## config.mk

```make
export PLATFORM = sky130hd
export DESIGN_NAME = lge_mul
export DESIGN_NICKNAME = d
export VERILOG_FILES = /design/src/rtl/core/lge_pkg.sv /design/src/rtl/core/lge_mul.sv
export SDC_FILE = /design/constraint.sdc
export NUM_CORES = 2
export LEC_CHECK = 0
export ABC_AREA = 1
export CORE_ASPECT_RATIO = 0.75
export CORE_UTILIZATION = 40
export DETAILED_ROUTE_END_ITERATION = 12
export DONT_BUFFER_PORTS = 1
export PLACE_DENSITY_LB_ADDON = 0.15
export SETUP_SLACK_MARGIN = 0.15
export SYNTH_ARGS = -nofsm -noshare
export SYNTH_HDL_FRONTEND = slang
export SYNTH_SLANG_ARGS = --single-unit
```

## constraint.sdc

```tcl
create_clock -name i_clk -period 6.8 [get_ports i_clk]
set_input_delay 1.36 -clock i_clk [delete_from_list [all_inputs] [get_ports i_clk]]
set_output_delay 1.36 -clock i_clk [all_outputs]
set_load 0.01 [all_outputs]
```

## src/rtl/core/lge_pkg.sv

```systemverilog
// Package for the loss and gradient engine: widths, mode codes and the log table.
// No dependencies.
`timescale 1ns / 1ps
`default_nettype none
package lge_pkg;
    localparam int FRAC_BITS_DEF = 16;
    localparam int LOG_DEPTH_DEF = 1024;
    localparam int DATA_W = 32;
    localparam int ACC_W = 48;
    localparam int MODE_W = 3;
    localparam logic [MODE_W-1:0] MODE_MSE = 3'd0;
    localparam logic [MODE_W-1:0] MODE_MAE = 3'd1;
    localparam logic [MODE_W-1:0] MODE_BCE = 3'd2;
    localparam logic [MODE_W-1:0] MODE_CCE = 3'd3;
    localparam logic [MODE_W-1:0] MODE_HUB = 3'd4;
    localparam logic [63:0] LN2_Q32 = 64'd2977044472;

    // Natural log of (1 + i/depth) scaled by 2^frac, by truncated squaring log2 times ln 2.
    function automatic logic [31:0] log_entry(input int i, input int depth, input int frac);
        logic [63:0] x;
        logic [63:0] lg;
        logic [127:0] pr;
        x = ((64'(depth) + 64'(i)) << 30) / 64'(depth);
        lg = '0;
        for (int b = 1; b <= 32; b++) begin
            x = (x * x) >> 30;
            if (x >= (64'd2 << 30)) begin
                x = x >> 1;
                lg = lg | (64'd1 << (32 - b));
            end
        end
        pr = 128'(lg) * 128'(LN2_Q32) + (128'd1 << (63 - frac));
        return pr[64-frac +: 32];
    endfunction
endpackage
`default_nettype wire

```

## src/rtl/core/lge_mul.sv

```systemverilog
// Shared registered 32x32 unsigned multiplier.
// Depends on lge_pkg.
`timescale 1ns / 1ps
`default_nettype none
module lge_mul (
    input  wire        i_clk,
    input  wire [31:0] i_a,
    input  wire [31:0] i_b,
    output logic [63:0] o_p
);
    import lge_pkg::*;
    logic [63:0] r_p;
    always_ff @(posedge i_clk) begin
        r_p <= 64'(i_a) * 64'(i_b);
    end
    assign o_p = r_p;
endmodule
`default_nettype wire
```

==> reports/qor.txt <==
cell repeated most along the worst path = fa_1
largest area contributor in the netlist = fa_1
Worst-path clk slew = 0.07 ns
critical path data arrival time = 7.25 ns
most frequent cells in the layout = inv_1 (1619), nand2_1 (1380), fa_1 (843)
setup ws final = -0.159 ns
# IOs = 129
clock tree buffer depth = 2
Worst path slowest cell = fa_2
failing checks = setup timing
Synth cell types = 23
Post-CTS Hold Buffers = 0
Die ar. = 94700 um2
critical path type = primary input to register
Cells after Synth = 5023
synthesis-to-layout area growth = 11.4%
Overflow after GRT = 0
fin crit share = 1.02
Fmax = 144 MHz
worst-path fanout max = 32
syn_nets = 6247
nets = 6200
register area = 1280 um2
Worst-Margin Slew = 0.356 ns
vias in the first global route = 31400
via count = 29200
placed cell count = 6169
Final Slew Violations = 0
layout cells sized above 1 = 0.136
CP Capture Type = register
RSZ-0062 raised after global routing = true
dominant cells by area after synthesis = fa_1 (48%), inv_1 (17%), nand2_1 (16%)
Max-Cap Viols = 0
Num CTS Buffers = 9
PortBufs = 0
Netlist Area Pre-Place = 37400 um2
max FFs per register = 64
largest net degree at the start of global routing = 33
Hold WS = 1.09 ns
GP Congestion = 0.890
ANT nets after route = 0
Syn. warnings = 0
status = finished, violations left
Final setup viols = 34
DRC errors left = 0
core area = 92000 um2
post-synth top area share = 0.480
final std cells w/o fill = 6206
fin area = 41700 um2
CTS Sinks = 64
Worst Setup Start Kind = primary input
clk root buf = clkbuf_16
DR pass1 iterations = 5
placed cell areas = 39700 um2
multi-input logic area = 30900 um2
Die Y = 267 um
Syn Area/Cell = 7.45 um2
DP Worst Slack = -0.569 ns
number of diodes = 0
Hold Startpoint = i_b[0]
vias per std cell = 4.70
sequential share of the synthesized area = 0.0343
worst path required time = 7.09 ns
commonest non-fill, non-tap cell in the layout = inv_1
drt wl/cell = 19.2 um
CTS tree = done
Slew Limit Headroom = 0.761
Crit path largest cell delay = 0.65 ns
GRT Total Usage = 0.264
H-tree Lvls = 3
global-route wire length before repair = 189 mm
initial drt markers = 2128
Final Routed Wirelength = 119 mm
Hold Vio Cnt, Final = 0
min-delay worst type = primary input to register
Setup crit start = i_a[9]
final-layout fill cell count = 9428
initial antenna violation count = 1
row cnt = 96
final critical path time including I/O delays and setup = 6.96 ns
Initial Utilization = 0.406
DP HPWL = 91.4 mm
Die Wd = 355 um
Yosys reg bits = 64
## Yosys cell counts
master / n
a21oi_1: 43
clkbuf_1: 192
dfxtp_1: 64
fa_1: 896
ha_1: 263
inv_1: 1723
inv_2: 12
nand2_1: 1566
nand2_2: 15
nand3_1: 56
nand3_2: 9
nand4_1: 16
nor2_1: 81
nor2_2: 14
nor2_4: 6
nor3_1: 11
nor3_2: 6
nor3_4: 1
o21ai_0: 2
o21bai_1: 11
o21bai_2: 1
xnor2_1: 2
xor2_1: 33
## cell type report
| cell class | count | share of cell area |
|---|---|---|
| multi-input cells | 3032 | 0.741 |
| flip-flops and latches | 64 | 0.0307 |
| inverters | 1735 | 0.157 |
| clock buffers | 11 | 0.00583 |
| well taps | 1225 | 0.0368 |
| clock inverters | 5 | 0.00192 |
| repair buffers | 134 | 0.0266 |
## path summary, 6_finish.rpt
| check | end | slack, ns | cells past startpoint |
|---|---|---|---|
| setup / recovery | o_p[51]$_DFF_P_ | -0.16 | 25 |
| hold / removal | o_p[0]$_DFF_P_ | 1.09 | 2 |
## critical path: cells and delay by family
kind | cells | cell delay [ns]
buf+inv | 7 | 0.35
fa+ha+maj | 9 | 4.62
compound gates | 1 | 0.14
simple gates | 8 | 0.76
## per-stage QoR
stage,setup TNS (ns),util
3_5_place_dp,-20.79,0.431
4_1_cts,-0.851,0.443
3_3_place_gp,-21.39,0.431
6_report,-2.46,0.453
2_1_floorplan,-0.680,-
5_1_grt,-7.18,0.453
## logic make-up after synthesis
kind of cell    count (synthesis)  synth area share
fa+ha+maj                    1159             0.568
simple gates                 1781             0.188
compound gates                 57           0.00853
buf+inv                      1927             0.193
flops                          64            0.0343
xor+xnor                       35           0.00820
## metal layers
layer	part of all wire	global-route usage	up-vias	wire length, um
met4	0.019	0.0458	0	2310
met3	0.076	0.0478	107	9030
met2	0.45	0.426	966	53500
li1	-	-	13500	-
met5	0	0	-	0
met1	0.46	0.372	14600	54200
## timing repair
| action | in CTS | in global routing |
|---|---|---|
| buffers inserted | 7 | 14 |
| endpoints found under the setup margin | 45 | 47 |
| resized for setup | 229 | 252 |
| pin swaps | 169 | 173 |
Power is left out: the tool's default activity adds up to more than one toggle a clock period on the data nets, which glitch-free logic cannot reach.
