## config.mk

```make
export PLATFORM = sky130hd
export DESIGN_NAME = lge_div
export DESIGN_NICKNAME = d
export VERILOG_FILES = /design/src/rtl/core/lge_pkg.sv /design/src/rtl/core/lge_div.sv
export SDC_FILE = /design/constraint.sdc
export NUM_CORES = 1
export LEC_CHECK = 0
export ABC_AREA = 1
export BUFFER_PORTS_ARGS = -buffer_cell sky130_fd_sc_hd__buf_2
export CORE_UTILIZATION = 60
export CTS_CLUSTER_DIAMETER = 60
export DETAILED_ROUTE_END_ITERATION = 10
export PLACE_DENSITY = 0.85
export SLEW_MARGIN = 20
export SYNTH_ARGS = -nofsm -noshare
export SYNTH_HDL_FRONTEND = slang
export SYNTH_SLANG_ARGS = --single-unit
```

## constraint.sdc

```tcl
create_clock -name i_clk -period 8.7 [get_ports i_clk]
set_input_delay 1.305 -clock i_clk [delete_from_list [all_inputs] [get_ports i_clk]]
set_output_delay 1.305 -clock i_clk [all_outputs]
set_load 0.05 [all_outputs]
```

## src/rtl/core/lge_pkg.sv

```systemverilog
// Package for the loss and gradient engine: widths, mode codes and the log table.
// No dependencies.
`timescale 1ns / 1ps
`default_nettype none
package lge_pkg;
    localparam int FRAC_BITS_DEF = 16;
    localparam int LOG_DEPTH_DEF = 1024;
    localparam int DATA_W = 32;
    localparam int ACC_W = 48;
    localparam int MODE_W = 3;
    localparam logic [MODE_W-1:0] MODE_MSE = 3'd0;
    localparam logic [MODE_W-1:0] MODE_MAE = 3'd1;
    localparam logic [MODE_W-1:0] MODE_BCE = 3'd2;
    localparam logic [MODE_W-1:0] MODE_CCE = 3'd3;
    localparam logic [MODE_W-1:0] MODE_HUB = 3'd4;
    localparam logic [63:0] LN2_Q32 = 64'd2977044472;

    // Natural log of (1 + i/depth) scaled by 2^frac, by truncated squaring log2 times ln 2.
    function automatic logic [31:0] log_entry(input int i, input int depth, input int frac);
        logic [63:0] x;
        logic [63:0] lg;
        logic [127:0] pr;
        x = ((64'(depth) + 64'(i)) << 30) / 64'(depth);
        lg = '0;
        for (int b = 1; b <= 32; b++) begin
            x = (x * x) >> 30;
            if (x >= (64'd2 << 30)) begin
                x = x >> 1;
                lg = lg | (64'd1 << (32 - b));
            end
        end
        pr = 128'(lg) * 128'(LN2_Q32) + (128'd1 << (63 - frac));
        return pr[64-frac +: 32];
    endfunction
endpackage
`default_nettype wire

```

## src/rtl/core/lge_div.sv

```systemverilog
// Restoring divider, one quotient bit per cycle: floor(num / den).
// Depends on lge_pkg.
`timescale 1ns / 1ps
`default_nettype none
module lge_div (
    input  wire        i_clk,
    input  wire        i_rst_n,
    input  wire        i_start,
    input  wire [95:0] i_num,
    input  wire [63:0] i_den,
    output logic       o_done,
    output logic [95:0] o_quot
);
    import lge_pkg::*;
    logic [95:0] r_q, n_q;
    logic [64:0] r_r, n_r;
    logic [6:0] r_cnt, n_cnt;
    logic r_busy, n_busy, r_done;
    logic [64:0] w_sh;
    always_comb begin
        n_q = r_q; n_r = r_r; n_cnt = r_cnt; n_busy = r_busy;
        w_sh = {r_r[63:0], r_q[95]};
        if (i_start) begin
            n_q = i_num; n_r = '0; n_cnt = 7'd96; n_busy = 1'b1;
        end else if (r_busy) begin
            n_q = {r_q[94:0], 1'b0};
            if (w_sh >= {1'b0, i_den}) begin
                n_r = w_sh - {1'b0, i_den};
                n_q[0] = 1'b1;
            end else begin
                n_r = w_sh;
            end
            n_cnt = r_cnt - 7'd1;
            if (r_cnt == 7'd1) n_busy = 1'b0;
        end
    end
    always_ff @(posedge i_clk) begin
        r_q <= n_q; r_r <= n_r; r_cnt <= n_cnt;
        if (!i_rst_n) begin
            r_busy <= 1'b0; r_done <= 1'b0;
        end else begin
            r_busy <= n_busy;
            r_done <= r_busy && (r_cnt == 7'd1);
        end
    end
    assign o_done = r_done;
    assign o_quot = r_q;
endmodule
`default_nettype wire

```

==> metrics.md, run 1 <==
| Metric | Value |
|---|---|
| Worst EP arrival | 4630 ps |
| Residual DRC | 0 |
| HP Start | r_r[45] |
| Die Span Y | between 150 and 200 um |
| Final Setup Violations | 0 |
| Placed Instance Area | roughly 15000 um^2 |
| DIE WIDTH | 153 um |
| Initial antenna violation count | 0 |
| Global-route wire length before repair | 67400 um |
| Wire per inst | 15.4 um |
| Yosys warnings | 0 |
| Fin. max-slew vios | 0 |
| Clk sink count | 169 |
| Synth Register Bits | 169 |
| Crit path kind | in -> reg |
| Fin cells | 2766 |
| Max cap viols | 0 |
| Pre-CTS setup slack | 4130 ps |
| R2R Setup Slk | 5090 ps |
| Most common cell after layout, fill and taps aside | nand2_1 |
| Root buffer cell | clkbuf_16 |
| ANT cells | 0 |
| Worst Skew | 15.2 ps |
| Clock Pin Slew Worst Setup and Hold Paths | 80 ps |
| I/O pin count | 260 |
| Core area | between 20000 and 25000 um^2 |
| CTS buffer count | 17 |
| Design Area, Final | 15700 um^2 |
| Vias per cell | 5.24 |
| Worst Hold Endpoint | r_r[45] |
| Tot GR Track Use | 36.3% |
| Peak supply drop | approximately 0.10 mV |
| Share of cells above drive strength 1 | between 10% and 20% |
| Mapped cell area | 13700 um^2 |
| Synth Area in Adders | around 6.2% |
| Mapped Cells | 2242 |
| Synth Area in Compound Gates | 4.47% |
| Vias | 14500 |
| Ratio of final minimum period to clock period | ~49% |
| HP Class | reg -> reg |
| Clock Latency Late Sink | 440 ps |
| Die area | about 23000 um^2 |
| Status | completed |
| Worst slew pin tran | 1090 ps |
| WHS Path Cells | 2 |
| Final Core Density | a little under three quarters |
| Final hold slack | 470 ps |
| Final Critical Period | between 4000 and 5000 ps |
| Startpoint Class | primary input |
| Vias in the first global route | about 13000 |
| Reg2reg start | r_r[50] |
| Largest family of logic cells by synthesized area | simple AND/OR/NAND/NOR gates |
| Detailed router's first-iteration violation count | between 1000 and 1500 |
| Worst slew margin | 27.3% |
| Fin. Hold Viols | 0 |
| Most frequent cells in the layout | nand2_1, inv_1, buf_2 |
| Post-CTS sizing | 0 |
| Post-synthesis cell type count | 36 |
| Clk buf depth | 2 |
| Initial core utilization | ~62% |
| Pwr per Cell Area | 138 nW/um^2 |
| Critical path required time | 9080 ps |
| Xor/xnor share of the synthesized area | under 10% |
| Hold buffers post-CTS | 0 |
| Dpl cells | 2734 |
| Power, Total | ~2.2 mW |
| Hpwl dp | approximately 33000 um |
| DRT Pass-1 Iters | 5 |
| CTS tree | done |
| H-tree level count | 4 |
| Crit Reg-Reg Endpoint | r_r[54] |
| Placer Congestion | 1.04 |
| Sum Neg Setup Slack | 0 ps |
| Synth Area in Simple Gates | between 40% and 50% |
| Grt ovf | 0 |
| Routed Antenna Nets | 0 |
| Setup Fix Bufs, Post-CTS | 0 |
| Leak | 9.20 nW |
| Syn Nets | 2472 |
| Mux contribution to synthesized area | 0% |
| Syn_area_per_cell | between 6 and 7 um^2 |
| F_max | 235 MHz |
| Fin worst setup slack | 4450 ps |
| Worst R2R Path Depth | 13 |
| Port Buffers | 259 |
| Largest net degree at the start of global routing | 99 |
| Area grow syn2layout | 14.5% |
| Sequential area share after synthesis | 31.8% |
| Fin nets | ~2700 |
| RSZ-0062 raised after global routing | false |
| Crit-path max FO | 67 |
| Row cnt | 54 |
| CP Capture Type | flop |
| Final WL | 42500 um |
[worst max-delay path, cell delays in order]
cell	delay [ps]
buf_2	80
inv_1	60
ha_1	370
a21oi_1	330
o21ai_1	180
o21ai_1	230
nand3_2	120
nor2_4	80
buf_4	680
nand2_4	590
nand3_1	340
nand2_1	100
nand2_1	70
[metal layers]
| layer | GRT usage, % | routed length (um) | vias to the layer above |
|---|---|---|---|
| li1 | - | - | 7280 |
| met5 | 0 | 0 | - |
| met4 | 15.0 | 1670 | 0 |
| met3 | 4.62 | 3170 | 116 |
| met1 | 49.0 | 18700 | 6504 |
| met2 | 58.7 | 19000 | 607 |
[worst max path at each step]
stage	cells after the start	startpoint	end	slack [ps]
floorplan	4	i_start	o_quot[0]	3580
finish	13	i_den[54]	r_r[54]	4450
detailed placement	19	i_den[7]	r_r[8]	4130
CTS	19	i_den[7]	r_r[8]	4570
global placement	19	i_den[2]	r_r[51]	4300
global route	19	i_den[7]	r_r[2]	4280
[logic make-up (layout without fill, tap and decap cells)]
kind of cell,after synthesis,in the layout
AO/OA/AOI/OAI,115,115
XOR/XNOR,31,31
adder cells (fa/ha/maj),67,67
buffers and inverters,496,740
flip-flops,169,169
AND/OR/NAND/NOR,1364,1364
[synth_stat cells (all sizes together)]
master,count,area (um^2)
ha,66,826
nor2,125,504
a31oi,1,6.26
nand2,1007,3790
a21boi,1,7.51
edfxtp,96,2880
o21ai,46,230
nand3b,37,278
and3,1,6.26
o211ai,1,7.51
nand4,18,113
nand3,155,836
dfxtp,73,1460
clkbuf,30,113
and2,6,37.5
fa,1,20.0
nor4,1,6.26
a21o,1,7.51
xor2,1,8.76
a21oi,54,270
o21bai,11,82.6
inv,442,1660
xnor2,30,263
or2,2,12.5
buf,24,188
nor3,12,60.1
[where the power goes]
part / switching [mW] / leakage [nW] / total (mW) / internal [mW]
clock network: 0.392 / 0.276 / 0.776 / 0.384
logic: 0.336 / 7.34 / 0.452 / 0.116
registers: 0.0277 / 1.58 / 0.935 / 0.908
total: 0.755 / 9.20 / 2.16 / 1.41
[registers in the layout, summed over array words and instances, names as in the netlist]
register,flops
o_quot,96
r_r,64
r_cnt,7
o_done,1
r_busy,1
[layout make-up]
class	count	area, um^2
clock inverters	14	145
repair buffers	266	1350
clock buffers	18	429
multi-input cells	1577	7390
well taps	280	350
inverters	442	1660
flip-flops and latches	169	4340
fillers	2009	6430
(Power assumes the default switching activity.)
==> run 2, diff against run 1 <==
Settings changed: ABC_AREA 1 to 0, CORE_UTILIZATION 60 to 50, PLACE_DENSITY 0.85 to 0.78.
Clock period 8.7 ns to 3.9 ns, I/O delays scaled along.
==> run 2 against run 1 <==
  * Die area is 1.7% higher
  * Count of clock-buffer cells in the layout down 1
  * Via count down 30%
  * Critical endpoint is now r_r[36]
==> metrics.md, run 2 <==
| Metric | Value |
|---|---|
| HP Start | i_rst_n |
| Largest stage delay on the critical path | 470 ps |
| Worst slew pin tran | 663 ps |
| Largest family of logic cells by synthesized area | compound AO/OA/AOI/OAI gates |
| CP Capture Type | flop |
| Final Critical Period | 3490 ps |
| Root buffer cell | clkbuf_16 |
| Initial antenna violation count | 2 |
| Critical path required time | ~4200 ps |
| Reg2reg start | o_quot[95] |
| Pwr per Cell Area | 423 nW/um^2 |
| Most common cell after layout, fill and taps aside | buf_2 |
| Synth Area in Simple Gates | 14.8% |
| Post-CTS sizing | 0 |
| Yosys warnings | 0 |
| Hpwl dp | 24400 um |
| Sequential area share after synthesis | between 30% and 40% |
| Core area | about 23000 um^2 |
| HP Class | in -> reg |
| Worst path bufs/invs | 2 |
| Fin nets | 1697 |
| Post-synth top area cell | edfxtp_1 |
| RSZ-0062 raised after global routing | false |
| Worst EP arrival | between 3000 and 4000 ps |
| Synth Flop Type | edfxtp_1 |
| Largest net degree at the start of global routing | 126 |
| Worst path depth | 14 |
| Placed Instance Area | 13000 um^2 |
| CP max-delay cell | edfxtp_1 |
| Xor/xnor share of the synthesized area | roughly 4.5% |
| Design Area, Final | approximately 14000 um^2 |
| Row cnt | 55 |
| Worst Hold Endpoint | o_done |
| Area grow syn2layout | 17.8% |
| Hold buffers post-CTS | 0 |
| Top cell type's share of synthesized area | 24.8% |
| Synth Area in Adders | 7.29% |
| Leak | 5.97 nW |
| Crit path kind | reg -> reg |
| Grt ovf | 0 |
| Mapped cell area | around 12000 um^2 |
| H-tree level count | 4 |
| Detailed router's first-iteration violation count | 679 |
| Clk buf depth | 2 |
| Tot GR Track Use | 26.2% |
| Synth Register Bits | 169 |
| Routed Antenna Nets | 0 |
| WHS Path Cells | 3 |
| DRT Pass-1 Iters | 6 |
| Final Setup Violations | 0 |
| Fin cells | 1765 |
| Fin worst setup slack | about 410 ps |
| Crit-path leading delay family | compound AO/OA/AOI/OAI gates |
| F_max | 287 MHz |
| Async SR Flop Fraction | 0% |
| Max cap viols | 0 |
| Clock Pin Slew Worst Setup and Hold Paths | 80 ps |
| Die Span Y | 154 um |
| Mux contribution to synthesized area | 10.1% |
| ANT cells | 0 |
| Vias per cell | 5.79 |
| Global-route wire length before repair | 49400 um |
| Dpl cells | 1733 |
| Post-synth EDFFs | 96 |
| Crit Reg-Reg Endpoint | r_r[36] |
| CTS buffer count | 17 |
| Placer Congestion | 0.921 |
| Final WL | 31600 um |
| Status | completed |
| Fin. max-slew vios | 0 |
| R2R Setup Slk | ~410 ps |
| Most frequent cells in the layout | buf_2, nand2_1, nor2_1 |
| Syn_area_per_cell | just over 9 um^2 |
| Pre-CTS setup slack | 261 ps |
| Die area | 23800 um^2 |
| Vias in the first global route | ~9600 |
| Worst slew margin | roughly 55% |
| Max FFs per register | 96 |
| Top-count cell post-synth | nand2_1 |
| Synth Area in Compound Gates | 19.7% |
| DIE WIDTH | 154 um |
| CP Cell Sequence | inv_1, ha_1, inv_1, fa_1, a21oi_1, o21ai_0, a2bb2oi_2, o21ai_2, o21ai_1, a21bo_2, a21bo_2, a211oi_1, xor2_1, o21ai_1 |
| Peak supply drop | 0.355 mV |
| Top cells by area, synth | edfxtp_1, dfxtp_1, mux2_2 |
| Sum Neg Setup Slack | 0 ps |
| Mapped Cells | 1251 |
| CTS tree | done |
| Startpoint Class | flop |
| Crit-path max FO | 5 |
| Wire per inst | roughly 18 um |
| Initial core utilization | 51.1% |
| I/O pin count | 260 |
| Clk sink count | 169 |
| Clock Latency Late Sink | 430 ps |
| Share of cells above drive strength 1 | a little under a third |
| Residual DRC | 0 |
| Syn Nets | 1481 |
| Worst Skew | ~13 ps |
| Setup Fix Bufs, Post-CTS | 0 |
| Worst R2R Path Depth | 14 |
| Ratio of final minimum period to clock period | 89.4% |
| Fin. Hold Viols | 0 |
| Post-synthesis cell type count | 70 |
| Final hold slack | 382 ps |
| Port Buffers | 259 |
| Most frequent cells after synthesis | nand2_1, nor2_1, edfxtp_1, mux2_2, inv_1 |
| Vias | 10200 |
-- run 2: worst max-delay path by stage --
stage                          start        end  slack, ps
after CTS                 o_quot[95]    r_r[36]        450
final                     o_quot[95]    r_r[36]        410
after global placement     i_den[32]    r_r[32]        220
after floorplan              i_start  o_quot[0]        520
after detailed placement   i_den[32]    r_r[32]        260
after global routing      o_quot[95]    r_r[36]        200
-- run 2: metal layers --
layer | vias up | GRT usage, % | share of wire (%)
met5 | - | 0 | 0.054
met4 | 2 | 9.95 | 3.1
met3 | 56 | 3.73 | 6.1
met2 | 405 | 45.6 | 48
met1 | 4790 | 33.0 | 42
li1 | 4969 | - | -
-- run 2: cell type report --
class | count | area, um^2
Clock buffer | 17 | 425
Timing Repair Buffer | 273 | 1450
Sequential cell | 169 | 4350
Tap cell | 285 | 357
Multi-Input combinational cell | 918 | 6560
Inverter | 88 | 333
Clock inverter | 15 | 199
Fill cell | 1968 | 9040
-- run 2: cell families after synthesis --
logic type | after synthesis
DFF | 169
muxes | 105
and+or+nand+nor | 375
xor gates and xnor gates | 60
adders and majority gates | 67
buffers and inverters | 164
AOI/OAI and AO/OA | 311
-- run 2: power breakdown --
| part | internal, mW | switching (mW) |
|---|---|---|
| clock | 0.895 | 0.893 |
| sequential | 2.08 | 0.112 |
| combinational | 0.628 | 1.18 |
-- run 2: per-stage QoR --
step           util (%)  power, mW
4_1_cts            60.2       5.81
6_report           60.2       5.79
3_3_place_gp       57.4       3.99
2_1_floorplan         -       3.59
3_5_place_dp       57.4       4.02
5_1_grt            60.2       6.05
-- run 2: worst min-delay path, stage by stage --
cell	delay (ps)
buf_2	100
nand2_1	50
nor2_1	30
